$ cat src/hdl/jcsm_ram.sv
module jcsm_ram #(
  parameter int WIDTH  = 32,
  parameter int ADDR_W = 4
) (
  input  logic              clk,
  input  logic              we,
  input  logic [ADDR_W-1:0] waddr,
  input  logic [WIDTH-1:0]  wdata,
  input  logic [ADDR_W-1:0] raddr,
  output logic [WIDTH-1:0]  rdata
);

  logic [WIDTH-1:0] mem [2**ADDR_W];

  always_ff @(posedge clk) begin
    if (we) begin
      mem[waddr] <= wdata;
    end
    rdata <= mem[raddr];
  end

endmodule

$ cat config.mk
export PLATFORM = sky130hd
export DESIGN_NAME = jcsm_ram
export DESIGN_NICKNAME = d
export VERILOG_FILES = /design/src/hdl/jcsm_ram.sv
export SDC_FILE = /design/constraint.sdc
export NUM_CORES = 1
export LEC_CHECK = 0
export BUFFER_PORTS_ARGS = -buffer_cell sky130_fd_sc_hd__buf_2
export CORE_ASPECT_RATIO = 0.75
export CORE_MARGIN = 2
export CORE_UTILIZATION = 61
export DETAILED_ROUTE_END_ITERATION = 7
export PLACE_DENSITY = 0.79
export SLEW_MARGIN = 15
export SYNTH_ARGS = -nofsm -noshare
export SYNTH_HDL_FRONTEND = slang
export SYNTH_SLANG_ARGS = --single-unit
$ cat constraint.sdc
create_clock -name clk -period 4.2 [get_ports clk]
set_input_delay 0.42 -clock clk [delete_from_list [all_inputs] [get_ports clk]]
set_output_delay 0.42 -clock clk [all_outputs]
set_load 0.02 [all_outputs]
======== Yosys cells after proc, flatten, opt, wreduce, memory -nomap -nowiden ========
Memories as Yosys holds them, arrays and structs flattened. A register that Yosys moved wholly into a read port is not among the register bits.
Index checks and enable logic that the tools add are counted.
word-level totals
  word-level logic and storage cells ...... 3
  memory bits (read-only) ................. 0
  RAM bits ................................ 512
  memories kept ........................... 1
  latch bits .............................. 0
  bits of input ports ..................... 42
  register bits ........................... 0
cells by class
  divide/modulo/power cells ............... 0
  shift operators ......................... 0
  $lt $le $gt $ge ......................... 0
  multiplexer cells ....................... 2
  eq/ne operators ......................... 0
  $mul .................................... 0
  bitwise gates (word level) .............. 0
  reductions and logical operators ........ 0
  add/subtract/negate cells ............... 0
memory list
  name  depth  bits a word  read ports  clocked after memory_dff  write ports  RTL line  RTL
  mem   16     32           1           1                         1            13        logic [WIDTH-1:0] mem [2**ADDR_W];
operator list
  kind               count
  1-bit two-way mux  2

======== Longest topological paths before layout ========
  depth after elaboration ................. 2
  mapped depth ............................ 5

======== Worst setup path after synthesis ========
OpenSTA, ideal clock, no wires.
  path type ............................... input-to-reg
  from .................................... in waddr[2]
  to ...................................... mem mem[0][0], enable pin
  required time ........................... 3739 ps
  slack ................................... 600 ps
  cell stages on the path ................. 2
  path buffers ............................ 0
  arrival time ............................ 3138 ps
  path through ............................ or3b_2 -> nor3_1
RTL lines
  element             RTL line  RTL
  start: declaration  7         input logic [ADDR_W-1:0] waddr,
  end: declaration    13
No word-level cell before the write port.

======== Worst setup path in the final report ========
  from .................................... in we
  to ...................................... mem mem[13][3], enable pin
between the ends
  longest elaborated chain between the ends .. 2
ends and longest elaborated chain
  element                                  RTL line  RTL
  start: declaration                       6         input logic we,
  1-bit two-way mux                        16        if (we) begin
  1-bit two-way mux (not written as such)  17        mem[waddr] <= wdata;
No other way between the ends.

==> results.sh <==
export IMPL_top_layer="met4"
export IMPL_post_cts_setup_buffer_count=0
export IMPL_r2r_end="rdata[25]"
export IMPL_coreArea_mm2=0.03224
export IMPL_port_buffers=73
export IMPL_synth_area_mm2=0.01985
export IMPL_power_density_mw_per_mm2=496.1
export IMPL_drcViolationCount=0
export IMPL_fmax_mhz=509.1
export IMPL_critPathArrivalTime_ns=2.20
export IMPL_rr_startpoint="mem[2][25]"
export IMPL_clockBufferDepth=3
export IMPL_critical_path_class="in -> reg"
export IMPL_fillers=1900
export IMPL_leakagePower_nw=7.295
export IMPL_maxCapViolCount=0
export IMPL_cpPeakStageDelay_ns=0.91
export IMPL_area_delta_synth_final_pct=13.86
export IMPL_synth_edf_count=512
export IMPL_crit_required_ns=4.44
export IMPL_place_gp_congestion=0.7469
export IMPL_nets=987
export IMPL_syn_inst=838
export IMPL_vias=9155
export IMPL_fin_crit_sh=0.4677
export IMPL_finalSetupTns_ns=0
export IMPL_die_w_um=212.3
export IMPL_grtUsageTotal=0.2492
export IMPL_synth_flop_cell="edfxtp_1"
export IMPL_r2r_worst_path_cells=3
export IMPL_tightest_slew_ns=1.197
export IMPL_synth_seq_cells=544
export IMPL_start_util=0.6159
export IMPL_grt_pass1_wl_mm=60.70
export IMPL_cts_hold_fix_buffers=0
export IMPL_clock_sinks=544
export IMPL_yosysSeqAreaShare=0.8067
export IMPL_cp_cell_sequence="buf_2 > nand3_1 > nor2_4 > buf_4"
export IMPL_rsz0062_at_grt="false"
export IMPL_grt_max_degree=62
export IMPL_combPwrFrac=0.050
export IMPL_path_buf_inv=2
export IMPL_synth_most_common_cell="edfxtp_1"
export IMPL_cts_tree="built"
export IMPL_synth_area_mux_share=0.1452
export IMPL_synth_xor_area_frac=0
export IMPL_slew_viol_final=0
export IMPL_grt_overflow_total=0
export IMPL_worstSkewPairLatency_ns=0.56
export IMPL_met2_length_mm=20.06
export IMPL_finalSetupViolations=0
export IMPL_htreeDepth=2
export IMPL_cp_max_fo=22
export IMPL_place_hpwl_mm=21.06
export IMPL_seqCellArea_mm2=0.01602
export IMPL_final_core_util=0.7013
export IMPL_wl_per_cell_um=28.59
export IMPL_post_drt_via_cell_ratio=6.416
export IMPL_worstHoldStart="wdata[18]"
export IMPL_crit_family="simple AND/OR/NAND/NOR gates"
export IMPL_met3_wirelength_mm=3.473
export IMPL_yosysTopAreaCell="edfxtp_1"
export IMPL_wl_met1_mm=16.49
export IMPL_ant_nets=0
export IMPL_routed_wl_mm=40.79
export IMPL_p_clk_frac=0.406
export IMPL_synth_cell_types=18
export IMPL_drt_pre_antenna_iters=5
export IMPL_synth_area_leaders="edfxtp_1, mux4_2, dfxtp_1"
export IMPL_multi_input_comb_area_mm2=0.003750
export IMPL_start_kind="input pin"
export IMPL_synth_simple_area_share=0.01273
export IMPL_core_rowCount=57
export IMPL_yosysTopAreaCellShare=0.7744
export IMPL_hold_viol=0
export IMPL_pwr_share_seq=0.544
export IMPL_layout_drive_gt1_share=0.3327
export IMPL_period_minus_slack_ns=1.964
export IMPL_run_status="finished clean"
export IMPL_skew_ns=0.009683
export IMPL_p_total_w=0.01122
export IMPL_holdPathEnd="mem[9][18]"
export IMPL_reg2reg_slack_ns=2.75
export IMPL_irDropWorstVdd_mv=0.4199
export IMPL_p_int_w=0.008950
export IMPL_synth_top_family_by_area="multiplexers"
export IMPL_min_path_type="in -> reg"
export IMPL_drtIter0Drc=1032
export IMPL_hold_depth=1
export IMPL_crit_slowest_cell="nor2_4"
export IMPL_dieArea_mm2=0.03402
export IMPL_synth_common_cells="edfxtp_1, mux4_2, a22oi_1"
export IMPL_antenna_found_initial=1
export IMPL_synth_warnings=0
export IMPL_p_sw_frac=0.2020
export IMPL_post_cts_resize_count=0
export IMPL_worst_setup_path_end_kind="register"
export IMPL_power_switching_w=0.002265
export IMPL_cts_made_buffers=48
export IMPL_grt_pass1_vias=9385
export IMPL_clk_pin_slew_worst_paths_ns=0.07
export IMPL_die_height_um=160.2
export IMPL_synthAdderAreaFrac=0
export IMPL_synth_nets=880
export IMPL_pin_count=74
export IMPL_synth_compound_area_frac=0.02420
export IMPL_slew_headroom=0.2000
export IMPL_root_buffer="clkbuf_16"
export IMPL_synthArstFlopShare=0
export IMPL_syn_area_per_cell_um2=23.69
[placed cells by master (no fill, tap or decap)]
| cell | count |
|---|---|
| edfxtp_1 | 512 |
| mux4_2 | 128 |
| buf_2 | 71 |
| a22oi_1 | 64 |
| clkbuf_16 | 49 |
| nand2_1 | 33 |
| dfxtp_1 | 32 |
| buf_4 | 23 |
| clkinv_2 | 16 |
| nor2_4 | 13 |
| bufinv_16 | 8 |
| clkbuf_1 | 7 |
| nor3_2 | 4 |
| buf_12 | 4 |
| clkbuf_8 | 3 |
| clkinv_1 | 3 |
| clkinvlp_4 | 3 |
| diode_2 | 2 |
| nor2b_4 | 2 |
| nand3b_1 | 2 |
| nand2b_1 | 2 |
| and2_2 | 1 |
| nand3_1 | 1 |
| or3b_2 | 1 |
| buf_16 | 1 |
[metal layers]
layer,track usage,up-vias
li1,-,3783
met4,0.05626,0
met2,0.3966,474
met5,0,-
met1,0.3719,4846
met3,0.04444,52
[worst register-to-register path, stage by stage (launching register included)]
cell and delay [ns]:
edfxtp_1 0.37, mux4_2 0.48, a22oi_1 0.38, nand2_1 0.09
[sequential cells by signal, summed over array words and instances (netlist names)]
name	count
rdata	32
mem	512
[per-stage QoR]
step / worst slack, ns / hold slack, ns / cell area (µm²) / instances
3_5_place_dp: 1.643 / 0.6571 / 20900 / 1334
3_3_place_gp: 1.691 / 0.6478 / 20900 / 1334
4_1_cts: 2.216 / 0.2201 / 22530 / 1422
5_1_grt: 2.140 / 0.2367 / 22600 / 1425
6_report: 2.236 / 0.2432 / 22610 / 1427
2_1_floorplan: 0.6004 / 0.5189 / 19850 / 838
[cells by family after synthesis]
family | Yosys count
simple gates | 59
buf+inv | 43
flops | 544
compound gates | 64
mux | 128
[power by group through the flow]
stage	clock network (W)	logic [W]	registers, W
2_1_floorplan	0	0.000291	0.00626
4_1_cts	0.00461	0.000563	0.00611
5_1_grt	0.00481	0.000602	0.00611
6_report	0.00455	0.000561	0.00610
3_5_place_dp	0	0.000557	0.00622
3_3_place_gp	0	0.000548	0.00621
[layout make-up]
type | instances | share of cell area
timing repair buffer | 100 | 0.02872
tap | 442 | 0.02446
clock inverter | 30 | 0.01566
sequential | 544 | 0.7084
antenna | 2 | 0.0002214
multi-input combinational | 251 | 0.1659
clock buffer | 58 | 0.05662
[worst max path at each step]
stage	from	end	slack (ns)	depth (start not counted)
2_1_floorplan	waddr[2]	mem[0][0]	0.60	2
3_3_place_gp	waddr[2]	mem[1][8]	1.69	3
3_5_place_dp	waddr[2]	mem[1][8]	1.64	3
6_report	we	mem[13][3]	2.24	4
4_1_cts	waddr[2]	mem[1][12]	2.22	3
5_1_grt	raddr[0]	rdata[24]	2.14	5
No activity file was read; power rests on OpenSTA's default activity.
