File: config.mk
export PLATFORM = sky130hd
export DESIGN_NAME = jcsm_matmul
export DESIGN_NICKNAME = d
export VERILOG_FILES = /design/src/hdl/jcsm_pkg.sv /design/src/hdl/jcsm_matmul.sv
export SDC_FILE = /design/constraint.sdc
export NUM_CORES = 2
export LEC_CHECK = 0
export BUFFER_PORTS_ARGS = -buffer_cell sky130_fd_sc_hd__buf_4
export CORE_MARGIN = 2
export CORE_UTILIZATION = 40
export DETAILED_ROUTE_END_ITERATION = 8
export GPL_TIMING_DRIVEN = 0
export PLACE_DENSITY = 0.68
export RECOVER_POWER = 100
export REMOVE_ABC_BUFFERS = 1
export SYNTH_ARGS = -nofsm -noshare
export SYNTH_HDL_FRONTEND = slang
export SYNTH_SLANG_ARGS = --single-unit
File: constraint.sdc
create_clock -name clk -period 9 [get_ports clk]
set_clock_uncertainty 0.1 [all_clocks]
set_input_delay 0.9 -clock clk [delete_from_list [all_inputs] [get_ports clk]]
set_output_delay 0.9 -clock clk [all_outputs]
set_load 0.005 [all_outputs]
File: src/hdl/jcsm_pkg.sv
package jcsm_pkg;

  localparam int ELEM_W = 32;
  localparam logic [7:0] ROOT_MARK = 8'hFF;

  localparam logic [1:0] OP_LOCAL   = 2'd0;
  localparam logic [1:0] OP_INVBIND = 2'd1;
  localparam logic [1:0] OP_BIND    = 2'd2;
  localparam logic [1:0] OP_COMPUTE = 2'd3;

  typedef logic [3:0][ELEM_W-1:0]  row_t;
  typedef logic [15:0][ELEM_W-1:0] mat_t;

  typedef struct packed {
    logic start;
    logic mem_is_a;
  } eng_req_t;

  typedef struct packed {
    logic       wr_valid;
    logic [3:0] wr_idx;
    logic       done;
  } eng_rsp_t;

endpackage

File: src/hdl/jcsm_matmul.sv
module jcsm_matmul #(
  parameter int FRAC_BITS = 16
) (
  input  logic                         clk,
  input  logic                         rst,
  input  jcsm_pkg::eng_req_t           req,
  input  jcsm_pkg::mat_t               opm,
  input  jcsm_pkg::row_t               rd_data,
  output logic [1:0]                   rd_row,
  output jcsm_pkg::eng_rsp_t           rsp,
  output logic [jcsm_pkg::ELEM_W-1:0]  wr_data
);
  import jcsm_pkg::*;

  localparam int ACC_W = 2 * ELEM_W + 2;
  localparam logic signed [ACC_W-1:0] HALF = ACC_W'(1) <<< (FRAC_BITS - 1);
  localparam logic signed [ACC_W-1:0] SMAX = ACC_W'(64'sd2147483647);
  localparam logic signed [ACC_W-1:0] SMIN = ACC_W'(-64'sd2147483648);

  logic                        busy;
  logic                        mode_a;
  logic [5:0]                  idx;
  logic                        v1;
  logic [5:0]                  idx1;
  logic                        v2;
  logic [5:0]                  idx2;
  logic signed [2*ELEM_W-1:0]  p2;
  logic                        v3;
  logic [3:0]                  idx3;
  logic signed [ACC_W-1:0]     acc;
  logic signed [ELEM_W-1:0]    mem_e;
  logic signed [ELEM_W-1:0]    reg_e;
  logic signed [ACC_W-1:0]     rnd;
  logic [ELEM_W-1:0]           sat;

  // idx packs {r, c, k}; the memory side supplies rows of A or of B
  assign rd_row = mode_a ? idx[5:4] : idx[1:0];

  always_comb begin
    if (mode_a) begin
      mem_e = rd_data[idx1[1:0]];
      reg_e = opm[{idx1[1:0], idx1[3:2]}];
    end else begin
      mem_e = rd_data[idx1[3:2]];
      reg_e = opm[{idx1[5:4], idx1[1:0]}];
    end
  end

  always_comb begin
    rnd = (acc + HALF) >>> FRAC_BITS;
    if (rnd > SMAX) begin
      sat = SMAX[ELEM_W-1:0];
    end else if (rnd < SMIN) begin
      sat = SMIN[ELEM_W-1:0];
    end else begin
      sat = rnd[ELEM_W-1:0];
    end
  end

  always_ff @(posedge clk) begin
    if (rst) begin
      busy         <= 1'b0;
      v1           <= 1'b0;
      v2           <= 1'b0;
      v3           <= 1'b0;
      rsp.wr_valid <= 1'b0;
      rsp.done     <= 1'b0;
    end else begin
      if (req.start) begin
        busy   <= 1'b1;
        idx    <= 6'd0;
        mode_a <= req.mem_is_a;
      end else if (busy) begin
        idx <= idx + 6'd1;
        if (idx == 6'd63) begin
          busy <= 1'b0;
        end
      end
      v1   <= busy;
      idx1 <= idx;
      v2   <= v1;
      idx2 <= idx1;
      p2   <= mem_e * reg_e;
      v3   <= v2 && (idx2[1:0] == 2'd3);
      idx3 <= idx2[5:2];
      if (v2) begin
        if (idx2[1:0] == 2'd0) begin
          acc <= ACC_W'(p2);
        end else begin
          acc <= acc + ACC_W'(p2);
        end
      end
      rsp.wr_valid <= v3;
      rsp.wr_idx   <= idx3;
      wr_data      <= sat;
      rsp.done     <= rsp.wr_valid && (rsp.wr_idx == 4'd15);
    end
  end

endmodule

# Word level (Yosys, flattened, before mapping)
# Cells that the tools add are included.
classes:
  n_lt_le_gt_ge: 6
  addsub: 3
  multipliers: 1
  muxes: 17
  reduce_logical: 7
  bitwise: 1
  eq_ne: 3
op_table:
  columns: ["operator", "count"]
  rows:
  - ["binary-select mux 32 bit (select 4 bit)", 2]
  - ["two-way mux 32 bit", 7]
  - ["binary-select mux 32 bit (select 2 bit)", 2]
  - ["adder 66 x 17 -> 66 bit, second input constant", 1]
  - ["adder 66 x 64 -> 66 bit", 1]
  - ["two-way mux 66 bit", 1]
  - ["multiplier 32 x 32 -> 64 bit", 1]
  - ["greater-than comparator 50 x 32 -> 1 bit, second input constant", 1]
  - ["less-than comparator 50 x 32 -> 1 bit, second input constant", 1]
  - ["less-than comparator 4 x 5 -> 1 bit, second input constant", 2]
  - ["adder 6 x 1 -> 6 bit, second input constant", 1]
  - ["== test 6 bit, second input constant", 1]
  - ["less-than comparator 2 x 3 -> 1 bit, second input constant", 2]
  - ["two-way mux 6 bit", 1]
  - ["AND reduction 2 bit", 3]
  - ["== test 4 bit, second input constant", 1]
  - ["two-way mux 1 bit", 3]
  - ["== test 2 bit, second input constant", 1]
  - ["logical AND 1 bit", 2]
  - ["logical NOT 2 bit", 1]
  - ["two-way mux 2 bit", 1]
  - ["nonzero test 2 bit", 1]
  - ["inverter 1 bit", 1]
totals:
  out_inout_bits: 40
  ff_bits: 195
  wordCells: 53
  inputBits: 644

# Depth between registers and ports, before layout
depth:
  depth_word: 4
  depth_mapped: 37
  ltp_nobuf: 30

# Worst setup path after synthesis
# No wires, ideal clock.
synth_timing:
  path_kind: "reg2reg"
  from: "register idx1[2]"
  to: "register p2[60], data pin"
  required_time_ps: 8635
  period_less_slack_ps: 9971
  path_stages_with_launch: 33
  n_path_buf: 5
  setup_time_ps: 265
  setup_slack_ps: -971
  arrival_ps: 9606
  path_cell_list: "edfxtp_1 > clkbuf_1 > buf_2 > buf_1 > mux4_2 > mux4_2 > mux2i_1 > buf_2 > nor2_1 > fa_1 > fa_1 > inv_1 > fa_1 > fa_1 > inv_1 > fa_1 > fa_1 > fa_1 > inv_1 > fa_1 > inv_1 > ha_1 > clkbuf_1 > nand4_1 > nor4_1 > a21oi_1 > o31a_1 > o211ai_1 > o2111ai_1 > or2_2 > a21o_1 > o21ai_0 > xor2_1"
synth_between:
  elab_chain_cells: 4
  elab_cells_between_ends: 7
  classes_between: "mul: 1; mux: 6"
synth_lines:
  columns: ["item", "line_no", "rtl"]
  rows:
  - ["start, declared", "jcsm_matmul.sv:24", "logic [5:0] idx1;"]
  - ["start signal, assigned", "jcsm_matmul.sv:80", "idx1 <= idx;"]
  - ["binary-select mux 32 bit (select 4 bit) or binary-select mux 32 bit (select 2 bit) (tied branches)", "jcsm_matmul.sv:42, jcsm_matmul.sv:44", null]
  - ["two-way mux 32 bit, on equally long branches", "jcsm_matmul.sv:42, jcsm_matmul.sv:44", null]
  - ["two-way mux 32 bit", "jcsm_matmul.sv:40", "if (mode_a) begin"]
  - ["multiplier 32 x 32 -> 64 bit (*)", "jcsm_matmul.sv:83", "p2 <= mem_e * reg_e;"]
  - ["end signal, assigned", "jcsm_matmul.sv:83", null]
  - ["end, declared", "jcsm_matmul.sv:27", "logic signed [2*ELEM_W-1:0] p2;"]
# Every way passes the cells marked *; elsewhere a longest branch is shown, timed or not. The select of a mux whose other input is x is not followed.
# A chain may end at the register's enable or synchronous reset.

# Final worst setup path
layout_timing:
  from: "register idx1[0]"
  to: "register p2[60], data pin"
layout_between:
  elab_chain_cells: 4
  elab_cells_between_ends: 9
  classes_between: "mul: 1; mux: 8"
layout_lines:
  columns: ["item", "line_no", "rtl"]
  rows:
  - ["binary-select mux 32 bit (select 4 bit), or another cell as far along", "jcsm_matmul.sv:45", "reg_e = opm[{idx1[5:4], idx1[1:0]}];"]
  - ["two-way mux 32 bit, on equally long branches", "jcsm_matmul.sv:45, jcsm_matmul.sv:41, jcsm_matmul.sv:42", null]
  - ["two-way mux 32 bit", "jcsm_matmul.sv:40", null]
  - ["multiplier 32 x 32 -> 64 bit (*)", "jcsm_matmul.sv:83", null]
# Marks and branches as above.

==> impl_metrics.tcl <==
set metrics [dict create \
    die_y_um 382 \
    synth-seq-area-share 0.101 \
    path_max_fanout 8 \
    io_buffers 683 \
    setup_viol 47 \
    area_growth_syn_to_layout_pct 22.3 \
    synth_most_common_cell "fa_1" \
    clk_transition_reported_paths_ps 70 \
    synth.top_cell.area_share 0.379 \
    gp_congestion 1.03 \
    rows 138 \
    setup_tns_ps -54280 \
    slew_violations 217 \
    synth_largest_area_cell "fa_1" \
    finalWorstSetupSlack_ps -1770 \
    io_pins 684 \
    drtIter0Drc 4197 \
    hold_viol 0 \
    clkLatencyLatePin_ps 500 \
    final_util 0.494 \
    cts_hold_buf 0 \
    synth-main-ff-cell "edfxtp_1" \
    overflow 0 \
    tightest_slew_ps 3850 \
    fmax_ghz 0.0929 \
    dp_hpwl_mm 181 \
    drive_gt1_frac 0.273 \
    die-area_sq_um 146000 \
    use_met1 0.356 \
    violations "max-capacitance violations, max-slew violations, negative setup slack" \
    synthCells 5650 \
    initial_utilization 0.404 \
    drt-pass1-iter-count 6 \
    drcViolationCount 0 \
    cp_slowest_stage_delay_ps 640 \
    min_path_type "flip-flop to flip-flop" \
    antenna_found_initial 69 \
    drtAntennaViolNets 0 \
    grt_pass1_wl_mm 327 \
    viasPerCell 5.68 \
    drt_wl_total_mm 224 \
    synthTopCellsByArea "fa_1 38%, mux4_2 15%, edfxtp_1 9.9%" \
    cts-root-buf "clkbuf_16" \
    vias 47100 \
    met3_usage 0.0836 \
    synth.distinct_cells 86 \
    numCtsBuffers 25 \
    synth-seq-cells 195 \
    crit_arrival_ps 10930 \
    cp_common_cell "buf_16" \
    cts.sinks 195 \
    post-route-period-util 1.20 \
    cap_viol_max_count 6 \
    met2_usage 0.481 \
    grt_pass1_vias 50100 \
    tritoncts "built" \
    clk_path_buf_depth 3 \
    netlist_area_sq_um 57200 \
    synth_edf_count 189 \
    netlist_top_cells_count "1083 x fa_1, 1048 x inv_1, 676 x nand2_1" \
    grt_max_degree 80 \
    cp.required_ps 9160 \
    grt-busiest-layer "met2" \
    async_flop_share 0 \
    crit_slowest_cell "mux4_2" \
    crit_type "flip-flop to flip-flop" \
    wl_per_cell_um 27.0 \
    worstSetupEndpointType "flip-flop" \
    avgSynthCellArea_sq_um 10.1 \
    slew_headroom -1.58 \
    grt_usage 0.306 \
    crit_path_start_kind "flip-flop" \
    ys_warn_count 0 \
    min_period_ps 10770 \
    core-area_sq_um 142000 \
    htree_levels 4 \
    finalNetCount 8315 \
    outcome "finished with violations" \
    fp.dieW_um 382 \
    rsz0062_at_grt "true" \
]
-- logic make-up (layout without fill, tap and decap cells) --
| group | after synthesis | count (layout) | share of synthesized area |
|---|---|---|---|
| AO/OA/AOI/OAI | 553 | 553 | 0.0631 |
| XOR/XNOR | 157 | 157 | 0.0240 |
| adder cells (fa/ha/maj) | 1334 | 1334 | 0.434 |
| buffers and inverters | 1377 | 2070 | 0.0923 |
| flip-flops | 195 | 195 | 0.101 |
| multiplexers | 494 | 494 | 0.172 |
| other | 0 | 62 | 0 |
| AND/OR/NAND/NOR | 1540 | 1540 | 0.114 |
-- routing by layer --
layer	routed length [um]	up-vias	share of wire
met2	102000	2595	0.46
li1	-	19800	-
met5	83	-	0.00037
met4	21200	10	0.095
met1	78800	24100	0.35
met3	22000	665	0.098
-- registers in the layout (all words and copies together), names as in the netlist, 4 cells and up --
name,cells
acc,66
idx1,6
p2,64
idx2,6
idx,6
idx3,4
rsp,6
wr_data,32
-- area by class of cell --
| class | instances | area [sq um] |
|---|---|---|
| inverter | 1052 | 3980 |
| fill | 12600 | 71700 |
| timing repair buffer | 985 | 9200 |
| multi-input combinational | 4078 | 47800 |
| clock buffer | 27 | 633 |
| tap | 1890 | 2360 |
| sequential | 195 | 5800 |
| antenna | 62 | 155 |
| clock inverter | 6 | 104 |
-- stage by stage --
| step | instances | cell area [sq um] | worst slack (ps) | hold WS, ps |
|---|---|---|---|---|
| finish | 8295 | 70000 | -1770 | 321 |
| global route | 8282 | 70000 | -1910 | 328 |
| global placement | 7898 | 63400 | -13440 | 301 |
| detailed placement | 7999 | 66200 | -3900 | 305 |
| floorplan | 5325 | 55900 | -7260 | 300 |
| CTS | 8160 | 69000 | -1480 | 320 |
-- placed cells by master, fill, tap and decap left out, drive strengths merged, types with 23 or more instances in the layout --
master	instances
fa	1083
inv	1040
buf	932
nand2	676
nor2	560
mux4	384
ha	251
a21oi	209
edfxtp	189
xnor2	108
o21ai	85
clkbuf	79
a21o	76
diode	62
and2	61
mux2	59
nand3	52
mux2i	51
xor2	49
nand4	43
o21bai	38
nor3	35
nand2b	24
a31oi	24
and3	23
-- worst paths after layout --
kind | from | to | slack [ps] | depth (start not counted)
worst max-delay path | idx1[0] | p2[60] | -1770 | 40
worst min-delay path | idx3[0] | rsp[1] | 320 | 0
worst max register to register | idx1[0] | p2[60] | -1770 | 40
worst min register to register | idx3[0] | rsp[1] | 320 | 0
-- critical path: cells and delay by family (launching register included) --
| family | cells | cell delay, ps |
|---|---|---|
| xor gates and xnor gates | 1 | 70 |
| muxes | 3 | 1390 |
| adders and majority gates | 9 | 4280 |
| and+or+nand+nor | 4 | 990 |
| buffers and inverters | 17 | 2230 |
| DFF | 1 | 470 |
| AOI/OAI and AO/OA | 6 | 950 |
-- repair_timing --
item / in CTS / in global routing
resized for setup: 208 / 101
pin swaps: 159 / 135
cloned: 3 / 1
endpoints found under the setup margin: 54 / 48
setup buffers: 125 / 74
Power is not shown: default switching activity piles up to over one toggle a cycle in this logic, so the estimate is an artifact.
